`config.mk`:
```
export PLATFORM = sky130hd
export DESIGN_NAME = wifi_phy_rate_calculator
export DESIGN_NICKNAME = d
export VERILOG_FILES = /design/src/rtl/wpr_pkg.sv /design/src/rtl/wpr_lookup.sv /design/src/rtl/wpr_scale.sv /design/src/rtl/wifi_phy_rate_calculator.sv
export VERILOG_INCLUDE_DIRS = /design/src /design/src/rtl
export SDC_FILE = /design/constraint.sdc
export NUM_CORES = 1
export LEC_CHECK = 0
export BUFFER_PORTS_ARGS = -buffer_cell sky130_fd_sc_hd__buf_2
export CORE_MARGIN = 4
export CORE_UTILIZATION = 25
export DETAILED_ROUTE_END_ITERATION = 7
export SLEW_MARGIN = 40
export SYNTH_ARGS = -nofsm -noshare
export SYNTH_HDL_FRONTEND = slang
export SYNTH_SLANG_ARGS = --single-unit
```
`constraint.sdc`:
```
create_clock -name i_clk -period 12.3 [get_ports i_clk]
set_input_delay 1.845 -clock i_clk [delete_from_list [all_inputs] [get_ports i_clk]]
set_output_delay 1.845 -clock i_clk [all_outputs]
set_load 0.1 [all_outputs]
```
`src/rtl/wifi_phy_rate_calculator_assert.svh`:
```
// assertion macros shared by the rate calculator rtl
`ifndef WIFI_PHY_RATE_CALCULATOR_ASSERT_SVH
`define WIFI_PHY_RATE_CALCULATOR_ASSERT_SVH

// same-cycle implication, checked while out of reset
`define WPR_ASSERT_NOW(label, clk, rst_n, ante, cons) \
    label: assert property (@(posedge clk) disable iff (!(rst_n)) (ante) |-> (cons)) \
        else $error("wpr assertion failed");

// next-cycle implication, checked while out of reset
`define WPR_ASSERT_NEXT(label, clk, rst_n, ante, cons) \
    label: assert property (@(posedge clk) disable iff (!(rst_n)) (ante) |=> (cons)) \
        else $error("wpr assertion failed");

`endif

```
`src/rtl/wpr_pkg.sv`:
```
`default_nettype none

package wpr_pkg;

    localparam int MODE_W   = 8;
    localparam int FIELD_W  = 8;
    localparam int LEGACY_W = 16;
    localparam int BASE_W   = 13;
    localparam int MULT_W   = 8;
    localparam int SHIFT_W  = 2;
    localparam int RATE_W   = 21;

    // rate mode codes
    localparam logic [MODE_W-1:0] MODE_LEGACY = 8'd0;
    localparam logic [MODE_W-1:0] MODE_HT     = 8'd1;
    localparam logic [MODE_W-1:0] MODE_VHT    = 8'd2;
    localparam logic [MODE_W-1:0] MODE_HE     = 8'd3;

    // range limits
    localparam logic [FIELD_W-1:0] HT_MCS_MAX  = 8'd31;
    localparam logic [FIELD_W-1:0] VHT_MCS_MAX = 8'd9;
    localparam logic [FIELD_W-1:0] HE_MCS_MAX  = 8'd11;
    localparam logic [FIELD_W-1:0] HT_BW_MAX   = 8'd1;
    localparam logic [FIELD_W-1:0] BW_MAX      = 8'd2;
    localparam logic [FIELD_W-1:0] HE_GI_MAX   = 8'd2;

    // vht rates per stream, [bandwidth][short gi][mcs]; ht reuses mcs 0-7 of 20/40 mhz
    localparam logic [BASE_W-1:0] VHT_RATE [3][2][10] = '{
        '{ '{13'd65,  13'd130, 13'd195, 13'd260, 13'd390,
             13'd520, 13'd585, 13'd650, 13'd780, 13'd0},
           '{13'd72,  13'd144, 13'd217, 13'd289, 13'd433,
             13'd578, 13'd650, 13'd722, 13'd867, 13'd963} },
        '{ '{13'd135, 13'd270, 13'd405, 13'd540, 13'd810,
             13'd1080, 13'd1215, 13'd1350, 13'd1620, 13'd1800},
           '{13'd150, 13'd300, 13'd450, 13'd600, 13'd900,
             13'd1200, 13'd1350, 13'd1500, 13'd1800, 13'd2000} },
        '{ '{13'd293, 13'd585, 13'd878, 13'd1170, 13'd1755,
             13'd2340, 13'd2633, 13'd2925, 13'd3510, 13'd3900},
           '{13'd325, 13'd650, 13'd975, 13'd1300, 13'd1950,
             13'd2600, 13'd2925, 13'd3250, 13'd3900, 13'd4333} }
    };

    // he 20 mhz rates per stream, [gi index][mcs]
    localparam logic [BASE_W-1:0] HE_RATE [3][12] = '{
        '{13'd73, 13'd146, 13'd219, 13'd293, 13'd439, 13'd585,
          13'd658, 13'd731, 13'd878, 13'd975, 13'd1097, 13'd1219},
        '{13'd81, 13'd163, 13'd244, 13'd325, 13'd488, 13'd650,
          13'd731, 13'd813, 13'd975, 13'd1083, 13'd1219, 13'd1354},
        '{13'd86, 13'd172, 13'd258, 13'd344, 13'd516, 13'd688,
          13'd774, 13'd860, 13'd1032, 13'd1147, 13'd1290, 13'd1434}
    };

    // decoded descriptor handed from lookup to scaling
    typedef struct packed {
        logic                in_range;
        logic                legacy;
        logic [LEGACY_W-1:0] legacy_rate;
        logic [BASE_W-1:0]   base;
        logic [MULT_W-1:0]   mult;
        logic [SHIFT_W-1:0]  shift;
    } t_lookup;

endpackage

`default_nettype wire

```
`src/rtl/wpr_lookup.sv`:
```
`default_nettype none

module wpr_lookup (
    input  wire logic [wpr_pkg::MODE_W-1:0]   i_rate_mode,
    input  wire logic [wpr_pkg::FIELD_W-1:0]  i_mcs_index,
    input  wire logic [wpr_pkg::LEGACY_W-1:0] i_legacy_rate,
    input  wire logic [wpr_pkg::FIELD_W-1:0]  i_stream_count,
    input  wire logic [wpr_pkg::FIELD_W-1:0]  i_bandwidth_code,
    input  wire logic [wpr_pkg::FIELD_W-1:0]  i_guard_code,
    output wpr_pkg::t_lookup                  o_lookup
);

    logic                         sgi;
    logic [wpr_pkg::MULT_W-1:0]   nss;
    logic [wpr_pkg::SHIFT_W-1:0]  bw_idx;
    logic [3:0]                   mcs_idx;
    logic [wpr_pkg::SHIFT_W-1:0]  gi_idx;

    assign sgi     = |i_guard_code;
    assign nss     = (i_stream_count == '0) ? wpr_pkg::MULT_W'(1) : i_stream_count;
    assign bw_idx  = i_bandwidth_code[wpr_pkg::SHIFT_W-1:0];
    assign mcs_idx = i_mcs_index[3:0];
    assign gi_idx  = i_guard_code[wpr_pkg::SHIFT_W-1:0];

    always_comb begin
        o_lookup             = '0;
        o_lookup.legacy_rate = i_legacy_rate;
        unique case (i_rate_mode)
            wpr_pkg::MODE_LEGACY: begin
                o_lookup.in_range = 1'b1;
                o_lookup.legacy   = 1'b1;
            end
            wpr_pkg::MODE_HT: begin
                o_lookup.in_range = (i_mcs_index <= wpr_pkg::HT_MCS_MAX) &&
                                    (i_bandwidth_code <= wpr_pkg::HT_BW_MAX);
                if (o_lookup.in_range) begin
                    o_lookup.base = wpr_pkg::VHT_RATE[bw_idx][sgi][{1'b0, i_mcs_index[2:0]}];
                end
                // streams come from the upper mcs bits
                o_lookup.mult = wpr_pkg::MULT_W'(i_mcs_index[4:3]) + wpr_pkg::MULT_W'(1);
            end
            wpr_pkg::MODE_VHT: begin
                o_lookup.in_range = (i_mcs_index <= wpr_pkg::VHT_MCS_MAX) &&
                                    (i_bandwidth_code <= wpr_pkg::BW_MAX);
                if (o_lookup.in_range) begin
                    o_lookup.base = wpr_pkg::VHT_RATE[bw_idx][sgi][mcs_idx];
                end
                o_lookup.mult = nss;
            end
            wpr_pkg::MODE_HE: begin
                o_lookup.in_range = (i_mcs_index <= wpr_pkg::HE_MCS_MAX) &&
                                    (i_bandwidth_code <= wpr_pkg::BW_MAX) &&
                                    (i_guard_code <= wpr_pkg::HE_GI_MAX);
                if (o_lookup.in_range) begin
                    o_lookup.base = wpr_pkg::HE_RATE[gi_idx][mcs_idx];
                end
                o_lookup.mult  = nss;
                o_lookup.shift = bw_idx;
            end
            default: begin
                o_lookup.in_range = 1'b0;
            end
        endcase
    end

endmodule

`default_nettype wire

```
`src/rtl/wpr_scale.sv`:
```
`default_nettype none

module wpr_scale (
    input  wire wpr_pkg::t_lookup           i_lookup,
    output logic [wpr_pkg::RATE_W-1:0]      o_rate
);

    localparam int PROD_W = wpr_pkg::BASE_W + wpr_pkg::MULT_W;
    localparam int WIDE_W = PROD_W + 3;

    logic [PROD_W-1:0] product;
    logic [WIDE_W-1:0] shifted;

    assign product = PROD_W'(i_lookup.base) * PROD_W'(i_lookup.mult);
    assign shifted = WIDE_W'(product) << i_lookup.shift;

    always_comb begin
        if (!i_lookup.in_range) begin
            o_rate = '0;
        end else if (i_lookup.legacy) begin
            o_rate = wpr_pkg::RATE_W'(i_lookup.legacy_rate);
        end else begin
            o_rate = shifted[wpr_pkg::RATE_W-1:0];
        end
    end

endmodule

`default_nettype wire

```
`src/rtl/wifi_phy_rate_calculator.sv`:
```
// phy transmit bit rate calculator, result in 100 kbps units
// input channel: i_in_valid / o_in_ready, one rate descriptor per beat
// output channel: o_out_valid / i_out_ready, one bit rate per beat
// each beat is a full descriptor; the result of an invalid descriptor is 0
// pipeline: descriptor register, then table lookup + one 13x8 multiply +
//   shift by the bandwidth code for he, then the result register
// throughput: one beat per cycle in both directions while i_out_ready is high
// stall: when the result waits, one more descriptor is held in the input
//   register; o_in_ready drops only when both registers are full
// reset (i_rst_n low, synchronous) empties both registers; no table state
// needs clearing, so the block takes beats as soon as reset is released
`default_nettype none

`include "wifi_phy_rate_calculator_assert.svh"

module wifi_phy_rate_calculator (
    input  wire logic                            i_clk,
    input  wire logic                            i_rst_n,
    input  wire logic                            i_in_valid,
    output logic                                 o_in_ready,
    input  wire logic [wpr_pkg::MODE_W-1:0]      i_rate_mode,
    input  wire logic [wpr_pkg::FIELD_W-1:0]     i_mcs_index,
    input  wire logic [wpr_pkg::LEGACY_W-1:0]    i_legacy_rate,
    input  wire logic [wpr_pkg::FIELD_W-1:0]     i_stream_count,
    input  wire logic [wpr_pkg::FIELD_W-1:0]     i_bandwidth_code,
    input  wire logic [wpr_pkg::FIELD_W-1:0]     i_guard_code,
    output logic                                 o_out_valid,
    input  wire logic                            i_out_ready,
    output logic [wpr_pkg::RATE_W-1:0]           o_bitrate_100kbps
);

    // descriptor register
    logic                            r_s1_valid;
    logic [wpr_pkg::MODE_W-1:0]      r_mode;
    logic [wpr_pkg::FIELD_W-1:0]     r_mcs;
    logic [wpr_pkg::LEGACY_W-1:0]    r_legacy;
    logic [wpr_pkg::FIELD_W-1:0]     r_streams;
    logic [wpr_pkg::FIELD_W-1:0]     r_bw;
    logic [wpr_pkg::FIELD_W-1:0]     r_gi;

    // result register
    logic                            r_out_valid;
    logic [wpr_pkg::RATE_W-1:0]      r_rate;

    logic                            n_s1_valid;
    logic                            n_out_valid;
    logic                            s1_load;
    logic                            s1_adv;
    logic                            out_free;
    wpr_pkg::t_lookup                lookup;
    logic [wpr_pkg::RATE_W-1:0]      rate;

    // result slot opens when empty or being taken this cycle
    assign out_free   = !r_out_valid || i_out_ready;
    assign s1_adv     = r_s1_valid && out_free;
    assign o_in_ready = !r_s1_valid || out_free;
    assign s1_load    = i_in_valid && o_in_ready;

    always_comb begin
        n_s1_valid = r_s1_valid;
        if (s1_load) begin
            n_s1_valid = 1'b1;
        end else if (s1_adv) begin
            n_s1_valid = 1'b0;
        end
    end

    always_comb begin
        n_out_valid = r_out_valid;
        if (s1_adv) begin
            n_out_valid = 1'b1;
        end else if (i_out_ready) begin
            n_out_valid = 1'b0;
        end
    end

    always_ff @(posedge i_clk) begin
        if (!i_rst_n) begin
            r_s1_valid  <= 1'b0;
            r_out_valid <= 1'b0;
        end else begin
            r_s1_valid  <= n_s1_valid;
            r_out_valid <= n_out_valid;
        end
    end

    // payload registers, no reset needed
    always_ff @(posedge i_clk) begin
        if (s1_load) begin
            r_mode    <= i_rate_mode;
            r_mcs     <= i_mcs_index;
            r_legacy  <= i_legacy_rate;
            r_streams <= i_stream_count;
            r_bw      <= i_bandwidth_code;
            r_gi      <= i_guard_code;
        end
        if (s1_adv) begin
            r_rate <= rate;
        end
    end

    // decode the descriptor and pick the per-stream rate
    wpr_lookup u_lookup (
        .i_rate_mode      (r_mode),
        .i_mcs_index      (r_mcs),
        .i_legacy_rate    (r_legacy),
        .i_stream_count   (r_streams),
        .i_bandwidth_code (r_bw),
        .i_guard_code     (r_gi),
        .o_lookup         (lookup)
    );

    // streams times base rate, widened by bandwidth for he
    wpr_scale u_scale (
        .i_lookup (lookup),
        .o_rate   (rate)
    );

    assign o_out_valid       = r_out_valid;
    assign o_bitrate_100kbps = r_rate;

    `WPR_ASSERT_NEXT(a_adv_fills_out, i_clk, i_rst_n, s1_adv, r_out_valid)
    `WPR_ASSERT_NEXT(a_stall_holds_s1, i_clk, i_rst_n,
        r_out_valid && !i_out_ready && r_s1_valid, r_s1_valid)
    `WPR_ASSERT_NOW(a_busy_means_full, i_clk, i_rst_n,
        !o_in_ready, r_s1_valid && r_out_valid)
    `WPR_ASSERT_NEXT(a_bad_mode_zero, i_clk, i_rst_n,
        s1_adv && (r_mode > wpr_pkg::MODE_HE), o_bitrate_100kbps == '0)

endmodule

`default_nettype wire

```
==> results.toml <==
[cells_and_area]
antenna_cells = 0
area_growth_pct = 14.78
final.fill_count = 3476
drive_gt1_share_pct = 16.10
final_cell_count_no_fill = 1454
nets = 1178

[place]
port-buffer-count = 82
dp_cells = 1438
dp_hpwl_mm = 17.70
gp_congestion = 0.9082

[yosys]
synth_top_area_share_pct = 27.37
syn_nets = 1125
synth_common_cells = "nor2_1, inv_1, edfxtp_1"
yosysSeqAreaShare_pct = 27.85
synthArstFlopShare_pct = 0
synth_edf_count = 77
synthFlopType = "edfxtp_1"
synth_most_common_cell = "nor2_1"
synth_area_leaders = "edfxtp_1, fa_1, ha_1, nor2_1, inv_1"
ys_seq_elements = 79
ys_warn_count = 0
netlist_area_um2 = 8447
synth_cell_types = 71
yosysTopAreaCell = "edfxtp_1"
syn_area_per_cell_um2 = 8.901
syn_inst = 949

[grt]
gr-total-overflow = 0
grt_max_degree = 71
grt_antenna_before_repair = 0
grt_pass1_vias = 7268
grt_pass1_wl_mm = 37.87
gr-usage-all-layers_pct = 12.73

[detailed_routing]
wl_per_cell_um = 16.01
ant_nets = 0
via_count = 7335
drt_wl_total_mm = 23.28
routed_via_density = 5.045
drcViolationCount = 0
firstDrtPassIters = 5
drtIter0Drc = 613

[timing]
drv_slew = 0
slew_headroom_pct = 44.50
setup_violations = 0
fmax_mhz = 114.3
finClkSkew_ns = 0.008042
rsz0062_at_grt = "no"
fin_crit_ns = 8.747
tightest_slew_ns = 0.8287
fin_tns_setup_ns = 0
hold_viol = 0
period_share_pct = 71.11

[critical_path]
critPathMaxStageDelay_ns = 0.73
critPathMaxFanout = 19
critPathSlowestCell = "nor3_4"
cp-end-kind = "flip-flop"
cp-start-kind = "flip-flop"
required_ns = 12.38
critPathKind = "flip-flop to flip-flop"
worstPathArrival_ns = 8.83

[min_path]
hold_class = "flip-flop to flip-flop"

[clocking]
postCtsSetupRepairBufs = 0
cts.sinks = 79
cts_tree = "built"
clockBufferDepth = 2
clkTransAtPathRegs_ns = 0.06
cts-root-buf = "clkbuf_16"
cts_hold_buf = 0
h-tree-depth = 3
cts_resized = 0
clock_latency_ns = 0.33
cts_buffers = 9

[run]
maxCapViolations = 0

[pwr]
power_density_nw_per_um2 = 78.05
peakVddDrop_mv = 0.1126
p_leak_nw = 3.932

[floorplan]
die-area_um2 = 36790
core_area_um2 = 33450
die_w_um = 191.8
die_h_um = 191.8
rows = 67
start_util_pct = 25.25
ioPinCount = 83

[status]
outcome = "finished, final reports clean"
## logic make-up (layout without fill, tap and decap cells)
group           Yosys count  count (layout)  synth area share [%]
xor+xnor                 14              14                 1.452
fa+ha+maj               117             117                 23.17
mux                      27              27                 3.836
flops                    79              79                 27.85
buf+inv                 162             219                 7.243
compound gates          239             239                 19.08
simple gates            311             311                 17.38
## where the power goes
group	switching, mW	internal (mW)	leakage [nW]
Combinational	0.0840	0.0344	3.01
Sequential	0.00955	0.312	0.748
Clock	0.0992	0.217	0.175
## stage by stage
stage | utilization [%] | area [um2] | hold WS (ns) | setup slack [ns] | total power [mW]
2_1_floorplan | - | 8447 | 0.4768 | 4.952 | 0.4097
3_3_place_gp | 27.82 | 9306 | 0.4836 | 3.832 | 0.4431
3_5_place_dp | 27.89 | 9328 | 0.5222 | 3.663 | 0.4437
4_1_cts | 28.96 | 9687 | 0.5356 | 3.633 | 0.7628
5_1_grt | 28.99 | 9696 | 0.5642 | 2.988 | 0.7882
6_report | 28.99 | 9696 | 0.5273 | 3.553 | 0.7568
## state kept, by name, summed over array words and instances, names as in the netlist
register,flops
o_bitrate_100kbps,21
o_out_valid,1
r_bw,8
r_gi,8
r_legacy,16
r_mcs,8
r_mode,8
r_s1_valid,1
r_streams,8
## worst max-delay path, delay by kind of cell, from the launching register on
family          cells  cell delay (ns)
compound gates      9             1.94
simple gates        5             1.82
fa+ha+maj           6             2.93
buf+inv             5             0.76
flops               1             0.54
mux                 1             0.49
## final timing paths
path | startpoint | endpoint | slack (ns) | cells after the start
hold / removal | r_s1_valid$_SDFFE_PN0P_ | o_out_valid$_SDFFE_PN0P_ | 0.53 | 1
setup reg to reg | r_gi[1]$_DFFE_PP_ | o_bitrate_100kbps[20]$_SDFFCE_PP0P_ | 3.55 | 26
hold reg to reg | r_s1_valid$_SDFFE_PN0P_ | o_out_valid$_SDFFE_PN0P_ | 0.53 | 1
setup / recovery | r_gi[1]$_DFFE_PP_ | o_bitrate_100kbps[20]$_SDFFCE_PP0P_ | 3.55 | 26
## routing by layer
layer  vias to the layer above  routed length (um)  global-route usage [%]  share of wire (%)
met1                      3570               10040                   17.06                 43
met2                       264               11080                   20.69                 48
met4                         0                 660                   4.448                2.8
li1                       3466                   -                       -                  -
met5                         -                   0                       0                  0
met3                        35                1503                   2.290                6.5
## area by class of cell
type	instances	area, um2	area share [%]
clock buffer	9	225.2	2.323
clock inverter	6	133.9	1.381
inverter	107	401.6	4.142
multi-input combinational	708	5508	56.81
sequential	79	2352	24.26
tap	448	560.5	5.781
timing repair buffer	97	514.2	5.304
## layout by cell type (no fill, tap or decap), types with 6 or more instances in the layout
| cell type | n |
|---|---|
| nor2_1 | 116 |
| inv_1 | 104 |
| buf_2 | 83 |
| edfxtp_1 | 77 |
| nand2_1 | 70 |
| fa_1 | 66 |
| a21oi_1 | 52 |
| ha_1 | 50 |
| o21ai_0 | 49 |
| or2_2 | 29 |
| mux2i_1 | 20 |
| a211oi_1 | 18 |
| nand3_1 | 18 |
| o22ai_1 | 14 |
| nor3_1 | 13 |
| xnor2_1 | 13 |
| nand2b_1 | 12 |
| o31ai_1 | 12 |
| a22o_1 | 12 |
| buf_4 | 12 |
| nor2b_1 | 9 |
| a31oi_1 | 9 |
| clkbuf_16 | 9 |
| nor4_1 | 8 |
| and3_1 | 8 |
| o211ai_1 | 7 |
| o21a_1 | 6 |
Note: power is estimated with default switching activity, not from simulation.
